$ cat src/uricsplit_pkg.sv
// Shared types and constants for the URI component splitter.
// Holds delimiter codes, result field widths and the packed result layout.
// No dependencies.
package uricsplit_pkg;

	// Delimiter characters
	localparam logic [7:0] CHAR_COLON = 8'h3A;
	localparam logic [7:0] CHAR_QUEST = 8'h3F;
	localparam logic [7:0] CHAR_HASH  = 8'h23;
	localparam logic [7:0] CHAR_SLASH = 8'h2F;

	// Result field widths
	localparam int OFF_W = 10;
	localparam int LEN_W = 11;

	// Number of leading or post-colon slashes that open an authority
	localparam logic [1:0] AUTH_SLASHES = 2'd2;

	// Result layout, first field in the lowest bits
	typedef struct packed {
		logic [5:0]       pad;
		logic             overflow;
		logic [LEN_W-1:0] fragment_length;
		logic [OFF_W-1:0] fragment_offset;
		logic [LEN_W-1:0] query_length;
		logic [OFF_W-1:0] query_offset;
		logic [LEN_W-1:0] path_length;
		logic [OFF_W-1:0] path_offset;
		logic [LEN_W-1:0] authority_length;
		logic [OFF_W-1:0] authority_offset;
		logic [LEN_W-1:0] scheme_length;
		logic [OFF_W-1:0] scheme_offset;
	} uricsplit_result_t;

	localparam int M_TDATA_W = $bits(uricsplit_result_t);

endpackage

$ cat src/uri_component_splitter_core.sv
// URI component splitter top level: byte stream in, one component map per URI out.
// Depends on uricsplit_pkg for delimiter codes and the result layout.
//
// Takes one URI byte per clock on the slave stream (tlast marks the final byte)
// and returns, for every URI, one transaction with offset and length of the
// scheme, authority, path, query and fragment plus an overflow flag. Bytes are
// accepted every cycle unless a final byte waits in the input register; the
// result passes through the snapshot into the output register. The pipeline is
// input register, per-byte scan register stage that snapshots the scan on the
// final byte, and the result register; only a final byte can wait, and only
// while an earlier result still occupies both the snapshot and the output
// register. Bytes beyond MAX_URI_LENGTH are dropped and reported through overflow.
module uri_component_splitter_core #(
	parameter int MAX_URI_LENGTH = 1024
) (
	input  logic                             clk,
	input  logic                             arst_n,
	// s_tdata: [7:0] char_byte
	input  logic [7:0]                       s_tdata,
	input  logic                             s_tlast,
	input  logic                             s_tvalid,
	output logic                             s_tready,
	// m_tdata: [9:0] scheme_offset, [20:10] scheme_length, [30:21] authority_offset,
	// [41:31] authority_length, [51:42] path_offset, [62:52] path_length,
	// [72:63] query_offset, [83:73] query_length, [93:84] fragment_offset,
	// [104:94] fragment_length, [105] overflow, [111:106] zero
	output logic [uricsplit_pkg::M_TDATA_W-1:0] m_tdata,
	output logic                             m_tvalid,
	input  logic                             m_tready
);
	import uricsplit_pkg::*;

	localparam int PW = $clog2(MAX_URI_LENGTH + 1);
	localparam int SW = PW + 2;
	localparam int EW = (SW > LEN_W) ? SW : LEN_W;
	localparam logic [PW-1:0] MAX_POS = PW'(MAX_URI_LENGTH);

	// Span of start..end within a URI of ln bytes: {length, offset}
	function automatic logic [LEN_W+OFF_W-1:0] span(
		input logic [EW-1:0] st,
		input logic [EW-1:0] en,
		input logic [EW-1:0] ln
	);
		logic [EW-1:0] n;
		begin
			n = (en < st) ? (ln - st) : (en - st);
			if (st >= ln || n == '0) begin
				return '0;
			end
			return {n[LEN_W-1:0], st[OFF_W-1:0]};
		end
	endfunction

	// Input register
	logic       valid_s1;
	logic [7:0] byte_s1;
	logic       last_s1;

	// Scan state
	logic [PW-1:0] position_q;
	logic [PW-1:0] colon_pos_q, question_pos_q, hash_pos_q;
	logic          colon_seen_q, question_seen_q, hash_seen_q;
	logic [1:0]    lead_slashes_q, post_colon_slashes_q;
	logic [PW-1:0] slash_lead_q, slash_colon_q;
	logic          slash_lead_v_q, slash_colon_v_q;
	logic          dropped_q;

	// Next scan state
	logic [PW-1:0] position_d;
	logic [PW-1:0] colon_pos_d, question_pos_d, hash_pos_d;
	logic          colon_seen_d, question_seen_d, hash_seen_d;
	logic [1:0]    lead_slashes_d, post_colon_slashes_d;
	logic [PW-1:0] slash_lead_d, slash_colon_d;
	logic          slash_lead_v_d, slash_colon_v_d;
	logic          dropped_d;
	logic [PW-1:0] colon_dist;
	logic          keep;

	// Snapshot of the scan at the final byte
	logic          valid_s2;
	logic [PW-1:0] len_s2;
	logic [PW-1:0] colon_pos_s2, question_pos_s2, hash_pos_s2;
	logic          colon_seen_s2, question_seen_s2, hash_seen_s2;
	logic [1:0]    lead_slashes_s2, post_colon_slashes_s2;
	logic [PW-1:0] slash_lead_s2, slash_colon_s2;
	logic          slash_lead_v_s2, slash_colon_v_s2;
	logic          dropped_s2;

	// Output register
	uricsplit_result_t result_q;
	logic              out_valid_q;

	// Flow control
	logic out_ready, s2_ready, s1_go, s1_done, s1_final;

	assign out_ready = !out_valid_q || m_tready;
	assign s2_ready  = !valid_s2 || out_ready;
	assign s1_go     = !last_s1 || s2_ready;
	assign s1_done   = valid_s1 && s1_go;
	assign s1_final  = s1_done && last_s1;
	assign s_tready  = !valid_s1 || s1_go;

	// Capture the incoming transaction
	always_ff @(posedge clk or negedge arst_n) begin
		if (!arst_n) begin
			valid_s1 <= 1'b0;
		end else if (s_tvalid && s_tready) begin
			valid_s1 <= 1'b1;
		end else if (s1_go) begin
			valid_s1 <= 1'b0;
		end
	end

	always_ff @(posedge clk) begin
		if (s_tvalid && s_tready) begin
			byte_s1 <= s_tdata;
			last_s1 <= s_tlast;
		end
	end

	// Scan one byte: first delimiters and slash runs
	always_comb begin
		keep                 = position_q < MAX_POS;
		colon_dist           = position_q - colon_pos_q;
		position_d           = position_q;
		colon_pos_d          = colon_pos_q;
		colon_seen_d         = colon_seen_q;
		question_pos_d       = question_pos_q;
		question_seen_d      = question_seen_q;
		hash_pos_d           = hash_pos_q;
		hash_seen_d          = hash_seen_q;
		lead_slashes_d       = lead_slashes_q;
		post_colon_slashes_d = post_colon_slashes_q;
		slash_lead_d         = slash_lead_q;
		slash_lead_v_d       = slash_lead_v_q;
		slash_colon_d        = slash_colon_q;
		slash_colon_v_d      = slash_colon_v_q;
		dropped_d            = dropped_q;
		if (!keep) begin
			dropped_d = 1'b1;
		end else begin
			position_d = position_q + 1'b1;
			if (byte_s1 == CHAR_COLON && !colon_seen_q) begin
				colon_seen_d = 1'b1;
				colon_pos_d  = position_q;
			end
			if (byte_s1 == CHAR_QUEST && !question_seen_q) begin
				question_seen_d = 1'b1;
				question_pos_d  = position_q;
			end
			if (byte_s1 == CHAR_HASH && !hash_seen_q) begin
				hash_seen_d = 1'b1;
				hash_pos_d  = position_q;
			end
			if (byte_s1 == CHAR_SLASH) begin
				if (position_q < PW'(2)) begin
					if (lead_slashes_q == position_q[1:0]) begin
						lead_slashes_d = lead_slashes_q + 2'd1;
					end
				end else if (!slash_lead_v_q) begin
					slash_lead_v_d = 1'b1;
					slash_lead_d   = position_q;
				end
				if (colon_seen_q && position_q > colon_pos_q) begin
					if (colon_dist <= PW'(2)) begin
						if (post_colon_slashes_q == colon_dist[1:0] - 2'd1) begin
							post_colon_slashes_d = post_colon_slashes_q + 2'd1;
						end
					end else if (!slash_colon_v_q) begin
						slash_colon_v_d = 1'b1;
						slash_colon_d   = position_q;
					end
				end
			end
		end
	end

	// Advance the scan state; clear it after the final byte
	always_ff @(posedge clk or negedge arst_n) begin
		if (!arst_n) begin
			position_q           <= '0;
			colon_pos_q          <= '0;
			colon_seen_q         <= 1'b0;
			question_pos_q       <= '0;
			question_seen_q      <= 1'b0;
			hash_pos_q           <= '0;
			hash_seen_q          <= 1'b0;
			lead_slashes_q       <= '0;
			post_colon_slashes_q <= '0;
			slash_lead_q         <= '0;
			slash_lead_v_q       <= 1'b0;
			slash_colon_q        <= '0;
			slash_colon_v_q      <= 1'b0;
			dropped_q            <= 1'b0;
		end else if (s1_final) begin
			position_q           <= '0;
			colon_pos_q          <= '0;
			colon_seen_q         <= 1'b0;
			question_pos_q       <= '0;
			question_seen_q      <= 1'b0;
			hash_pos_q           <= '0;
			hash_seen_q          <= 1'b0;
			lead_slashes_q       <= '0;
			post_colon_slashes_q <= '0;
			slash_lead_q         <= '0;
			slash_lead_v_q       <= 1'b0;
			slash_colon_q        <= '0;
			slash_colon_v_q      <= 1'b0;
			dropped_q            <= 1'b0;
		end else if (s1_done) begin
			position_q           <= position_d;
			colon_pos_q          <= colon_pos_d;
			colon_seen_q         <= colon_seen_d;
			question_pos_q       <= question_pos_d;
			question_seen_q      <= question_seen_d;
			hash_pos_q           <= hash_pos_d;
			hash_seen_q          <= hash_seen_d;
			lead_slashes_q       <= lead_slashes_d;
			post_colon_slashes_q <= post_colon_slashes_d;
			slash_lead_q         <= slash_lead_d;
			slash_lead_v_q       <= slash_lead_v_d;
			slash_colon_q        <= slash_colon_d;
			slash_colon_v_q      <= slash_colon_v_d;
			dropped_q            <= dropped_d;
		end
	end

	// Hold the snapshot until the output register takes it
	always_ff @(posedge clk or negedge arst_n) begin
		if (!arst_n) begin
			valid_s2 <= 1'b0;
		end else if (s1_final) begin
			valid_s2 <= 1'b1;
		end else if (out_ready) begin
			valid_s2 <= 1'b0;
		end
	end

	always_ff @(posedge clk) begin
		if (s1_final) begin
			len_s2                <= position_d;
			colon_pos_s2          <= colon_pos_d;
			colon_seen_s2         <= colon_seen_d;
			question_pos_s2       <= question_pos_d;
			question_seen_s2      <= question_seen_d;
			hash_pos_s2           <= hash_pos_d;
			hash_seen_s2          <= hash_seen_d;
			lead_slashes_s2       <= lead_slashes_d;
			post_colon_slashes_s2 <= post_colon_slashes_d;
			slash_lead_s2         <= slash_lead_d;
			slash_lead_v_s2       <= slash_lead_v_d;
			slash_colon_s2        <= slash_colon_d;
			slash_colon_v_s2      <= slash_colon_v_d;
			dropped_s2            <= dropped_d;
		end
	end

	// Resolve component boundaries from the snapshot
	logic [EW-1:0]     len_e, colon_e, quest_e, hash_e, se, a_start, a_end, ps, p_end, q_end;
	logic              auth, ps_valid, sv;
	uricsplit_result_t result_d;

	always_comb begin
		len_e    = EW'(len_s2);
		colon_e  = EW'(colon_pos_s2);
		quest_e  = EW'(question_pos_s2);
		hash_e   = EW'(hash_pos_s2);
		result_d = '0;
		if (colon_seen_s2) begin
			{result_d.scheme_length, result_d.scheme_offset} = span('0, colon_e, len_e);
			se   = colon_e + EW'(1);
			auth = post_colon_slashes_s2 == AUTH_SLASHES;
			sv   = slash_colon_v_s2;
			ps   = EW'(slash_colon_s2);
		end else begin
			se   = '0;
			auth = lead_slashes_s2 == AUTH_SLASHES;
			sv   = slash_lead_v_s2;
			ps   = EW'(slash_lead_s2);
		end
		a_start = se + EW'(2);
		if (sv) begin
			a_end = ps;
		end else if (question_seen_s2) begin
			a_end = quest_e;
		end else if (hash_seen_s2) begin
			a_end = hash_e;
		end else begin
			a_end = len_e;
		end
		if (auth) begin
			{result_d.authority_length, result_d.authority_offset} =
				span(a_start, a_end, len_e);
			ps_valid = sv;
		end else begin
			ps_valid = 1'b1;
			ps       = se;
		end
		if (question_seen_s2) begin
			p_end = quest_e;
		end else if (hash_seen_s2) begin
			p_end = hash_e;
		end else begin
			p_end = len_e;
		end
		if (ps_valid) begin
			{result_d.path_length, result_d.path_offset} = span(ps, p_end, len_e);
		end
		q_end = hash_seen_s2 ? hash_e : len_e;
		if (question_seen_s2) begin
			{result_d.query_length, result_d.query_offset} =
				span(quest_e + EW'(1), q_end, len_e);
		end
		if (hash_seen_s2) begin
			{result_d.fragment_length, result_d.fragment_offset} =
				span(hash_e + EW'(1), len_e, len_e);
		end
		result_d.overflow = dropped_s2;
	end

	// Output register
	always_ff @(posedge clk or negedge arst_n) begin
		if (!arst_n) begin
			out_valid_q <= 1'b0;
		end else if (out_ready) begin
			out_valid_q <= valid_s2;
		end
	end

	always_ff @(posedge clk) begin
		if (out_ready && valid_s2) begin
			result_q <= result_d;
		end
	end

	assign m_tdata  = result_q;
	assign m_tvalid = out_valid_q;

`ifndef SYNTHESIS
	// Kept byte count never passes the limit
	a_pos_bound: assert property (@(posedge clk) disable iff (!arst_n)
		position_q <= MAX_POS)
		else $error("position beyond maximum length");

	// A dropped byte only happens with the kept byte count at the limit
	a_drop_full: assert property (@(posedge clk) disable iff (!arst_n)
		dropped_q |-> position_q == MAX_POS)
		else $error("overflow flagged below maximum length");

	// The final byte clears the scan for the next URI
	a_final_clear: assert property (@(posedge clk) disable iff (!arst_n)
		s1_final |=> (position_q == '0 && !colon_seen_q && !dropped_q && valid_s2))
		else $error("scan state not cleared after final byte");

	// A waiting snapshot is not lost while the output is blocked
	a_s2_hold: assert property (@(posedge clk) disable iff (!arst_n)
		(valid_s2 && !out_ready) |=> (valid_s2 && $stable(len_s2)))
		else $error("snapshot changed while output stalled");
`endif

endmodule
$ cat config.mk
export PLATFORM = sky130hd
export DESIGN_NAME = uri_component_splitter_core
export DESIGN_NICKNAME = d
export VERILOG_FILES = /design/src/uricsplit_pkg.sv /design/src/uri_component_splitter_core.sv
export SDC_FILE = /design/constraint.sdc
export NUM_CORES = 1
export LEC_CHECK = 0
export ABC_CLOCK_PERIOD_IN_PS = 13400
export BUFFER_PORTS_ARGS = -buffer_cell sky130_fd_sc_hd__buf_2
export CAP_MARGIN = 30
export CORE_ASPECT_RATIO = 1.25
export CORE_UTILIZATION = 55
export DETAILED_ROUTE_END_ITERATION = 6
export HOLD_SLACK_MARGIN = 0.03
export PLACE_DENSITY_LB_ADDON = 0.2
export SLEW_MARGIN = 20
export SYNTH_ARGS = -nofsm -noshare
export SYNTH_HDL_FRONTEND = slang
export SYNTH_SLANG_ARGS = --single-unit
$ cat constraint.sdc
create_clock -name clk -period 13.4 [get_ports clk]
set_clock_uncertainty 0.2 [all_clocks]
set_input_delay 0.67 -clock clk [delete_from_list [all_inputs] [get_ports clk]]
set_output_delay 0.67 -clock clk [all_outputs]
set_load 0.02 [all_outputs]
==> run_results.csv <==
group,metric,value,unit
status,status,"finished clean",
critical_path,startpoint_type,"flop",
yosys,synth_area,16700,µm²
clock_network,numCtsBuffers,26,
grt,track_usage,27.6,%
yosys,yosysSeqAreaShare,44.3,%
finish,fill_cells,2516,
sta,finalHoldViolCount,0,
finish,final_common_cell,"edfxtp_1",
finish,drive_above_1_share,16.9,%
yosys,syn_inst,1622,
grt,grt_overflow,0,
power,powerDensity,118,nW/µm²
finish,areaGrowthSynthToFinish,11.2,%
sta,setup_viol,0,
grt,grt_pass1_wl,66700,µm
placed_design,place_congestion,0.905,
placed_design,place_area,17700,µm²
floorplan,die_w,158,µm
critical_path,crit_type,"reg -> reg",
finish,final_nets,1829,
floorplan,start_util,55.8,%
sta,rsz0062_at_grt,"false",
sta,tns,0,ns
routing,postRouteAntennaNets,0,
critical_path,path_buf_inv,2,
routing,drc_errors,0,
finish,final_cell_mix,"181 x edfxtp_1, 124 x nor2_1, 112 x buf_2",
floorplan,die_y,197,µm
clock_network,clock-sinks,260,
clock_network,htreeDepth,1,
floorplan,rows,71,
floorplan,dieArea,31100,µm²
routing,first_pass_iters,7,
sta,drv_slew,0,
routing,drt_iter0_drc,968,
sta,maxSlewHeadroom,28.4,%
yosys,synth_top_flop_cell,"edfxtp_1",
sta,worst_slack,7.03,ns
critical_path,crit_top_cell,"ha_1",
clock_network,clk_path_buf_depth,3,
critical_path,cpMaxStageDelayCell,"a221oi_1",
grt,first_global_vias,12198,
critical_path,slowest_delay,0.81,ns
yosys,ys_ff_latch,260,
job,max-cap-violations,0,
yosys,ys_warn_count,0,
sta,finalCriticalPeriod,6.37,ns
critical_path,path_cells,"inv_1 -> ha_1 -> and2_1 -> ha_1 -> nand4b_1 -> nor2_1 -> xnor2_2 -> inv_2 -> ha_1 -> a21oi_1 -> nor2b_1 -> o21ai_0 -> nand2b_1 -> a221oi_1 -> or2_0 -> nor3_1 -> a2111o_1 -> o31ai_4 -> nor2_1",
clock_network,cts_resized,0,
hold_path,hold_class,"in -> reg",
sta,max_slew.worst_pin.slew,1.06,ns
critical_path,cp_max_fo,14,
critical_path,arrival,6.45,ns
yosys,synth-edff-count,181,
placed_design,dp_slack,7.12,ns
critical_path,crit_path_end_kind,"flop",
yosys,syn_area_per_cell,10.3,µm²
routing,via_count,13020,
yosys,synth.distinct_cells,87,
yosys,ys_async_sr_fraction,30.4,%
placed_design,dpl.hpwl,31000,µm
critical_path,cpLargestDelayFamily,"compound AO/OA/AOI/OAI gates",
floorplan,core,30000,µm²
clock_network,clk-insertion-delay-late,0.56,ns
routing,vias_per_cell,6.09,
clock_network,cts_tree,"yes",
grt,grt_max_degree,82,
clock_network,clkTransAtPathRegs,0.06,ns
grt,antenna_found_initial,0,
power,ir_drop,0.106,mV
routing,routedWlPerCell,19.9,µm
critical_path,worst_ep_required_time,13.47,ns
clock_network,clockRootBuffer,"clkbuf_16",
sta,whs,0.0915,ns
sta,fmax,157,MHz
placed_design,io_buffers,110,
sta,finalCritPeriodShare,47.6,%
floorplan,pin_count,127,
finish,diodes,0,
power,p_leak,7.48,nW
finish,design_area,18600,µm²
routing,drt_wl_total,42500,µm
==> flip-flops by register name, indices dropped and copies added (netlist names), 8 cells and up <==
register         flops
slash_colon_s2      11
byte_s1              8
slash_colon_q       11
slash_lead_q        11
question_pos_s2     11
question_pos_q      11
position_q          11
hash_pos_q          11
m_tdata             96
colon_pos_q         11
hash_pos_s2         11
colon_pos_s2        11
len_s2              11
slash_lead_s2       11
==> area by class of cell <==
type,instances,area (µm²),share of cell area (%)
multi-input combinational,1213,8740,46.9
clock inverter,16,223,1.20
clock buffer,32,694,3.73
inverter,80,300,1.61
timing repair buffer,135,756,4.06
sequential,260,7410,39.8
tap,401,502,2.69
==> per-layer routing <==
layer / vias up / share of wire, % / track usage (%)
li1: 6199 / - / -
met1: 6322 / 43 / 37.0
met2: 410 / 48 / 45.6
met3: 89 / 5.0 / 2.96
met4: 0 / 4.0 / 11.5
met5: - / 0 / 0
==> per-stage QoR <==
stage / power [mW] / std cells / utilization (%)
after floorplan: 1.30 / 1637 / -
after global placement: 1.42 / 2080 / 58.7
after detailed placement: 1.43 / 2086 / 58.9
after CTS: 2.21 / 2135 / 61.9
after global routing: 2.29 / 2137 / 62.0
final: 2.21 / 2137 / 62.0
==> Yosys cell counts, drive strengths merged (10+ instances only) <==
cell	count	area [µm²]
clkbuf	56	210
nor2b	33	206
a21boi	12	90.1
and2	27	169
nor3	52	260
a32oi	10	87.6
mux2i	24	253
nor3b	27	203
inv	80	300
buf	28	173
dfrtp	79	1980
nand2	110	413
nor4	16	106
o31ai	13	111
xor2	34	298
nand4	23	144
xnor2	51	462
nand2b	19	119
ha	92	1150
or3	13	81.3
o211ai	12	90.1
o21ai	86	430
a2111oi	12	111
nand3	43	225
a21oi	59	303
edfxtp	181	5440
o21a	22	165
and3	14	87.6
a21o	16	120
a211oi	14	105
a22o	38	333
nor2	126	475
mux2	78	878
a221o	10	100
==> repair_timing <==
item                      CTS  global route
setup buffers               0             0
hold buffers                1             0
hold endpoints to repair   17             0
==> cell families (layout without fill, tap and decap cells) <==
kind of cell / count (synthesis) / in the layout / share of synthesized area, %
adders and majority gates: 101 / 101 / 7.90
DFF: 260 / 260 / 44.3
AOI/OAI and AO/OA: 361 / 361 / 15.3
muxes: 102 / 102 / 6.76
xor gates and xnor gates: 85 / 85 / 4.54
buffers and inverters: 164 / 263 / 4.08
and+or+nand+nor: 548 / 548 / 17.1
other: 1 / 16 / 0.0224
==> report_power, final <==
part,switching (mW),total [mW],internal (mW)
registers,0.0298,0.939,0.910
clock network,0.318,0.785,0.467
logic,0.308,0.481,0.173
total,0.656,2.21,1.55
==> worst paths after layout <==
check / slack (ns) / to / from / cells past startpoint
min in group asynchronous: 0.33 / colon_pos_q[8] / arst_n / 2
max in group asynchronous: 11.59 / position_q[10] / arst_n / 3
setup reg to reg: 7.03 / m_tdata[24] / colon_pos_s2[0] / 19
hold / removal: 0.09 / byte_s1[2] / s_tdata[2] / 1
setup / recovery: 7.03 / m_tdata[24] / colon_pos_s2[0] / 19
hold reg to reg: 0.23 / m_tdata[105] / dropped_s2 / 0
No activity file was read; power rests on OpenSTA's default activity.
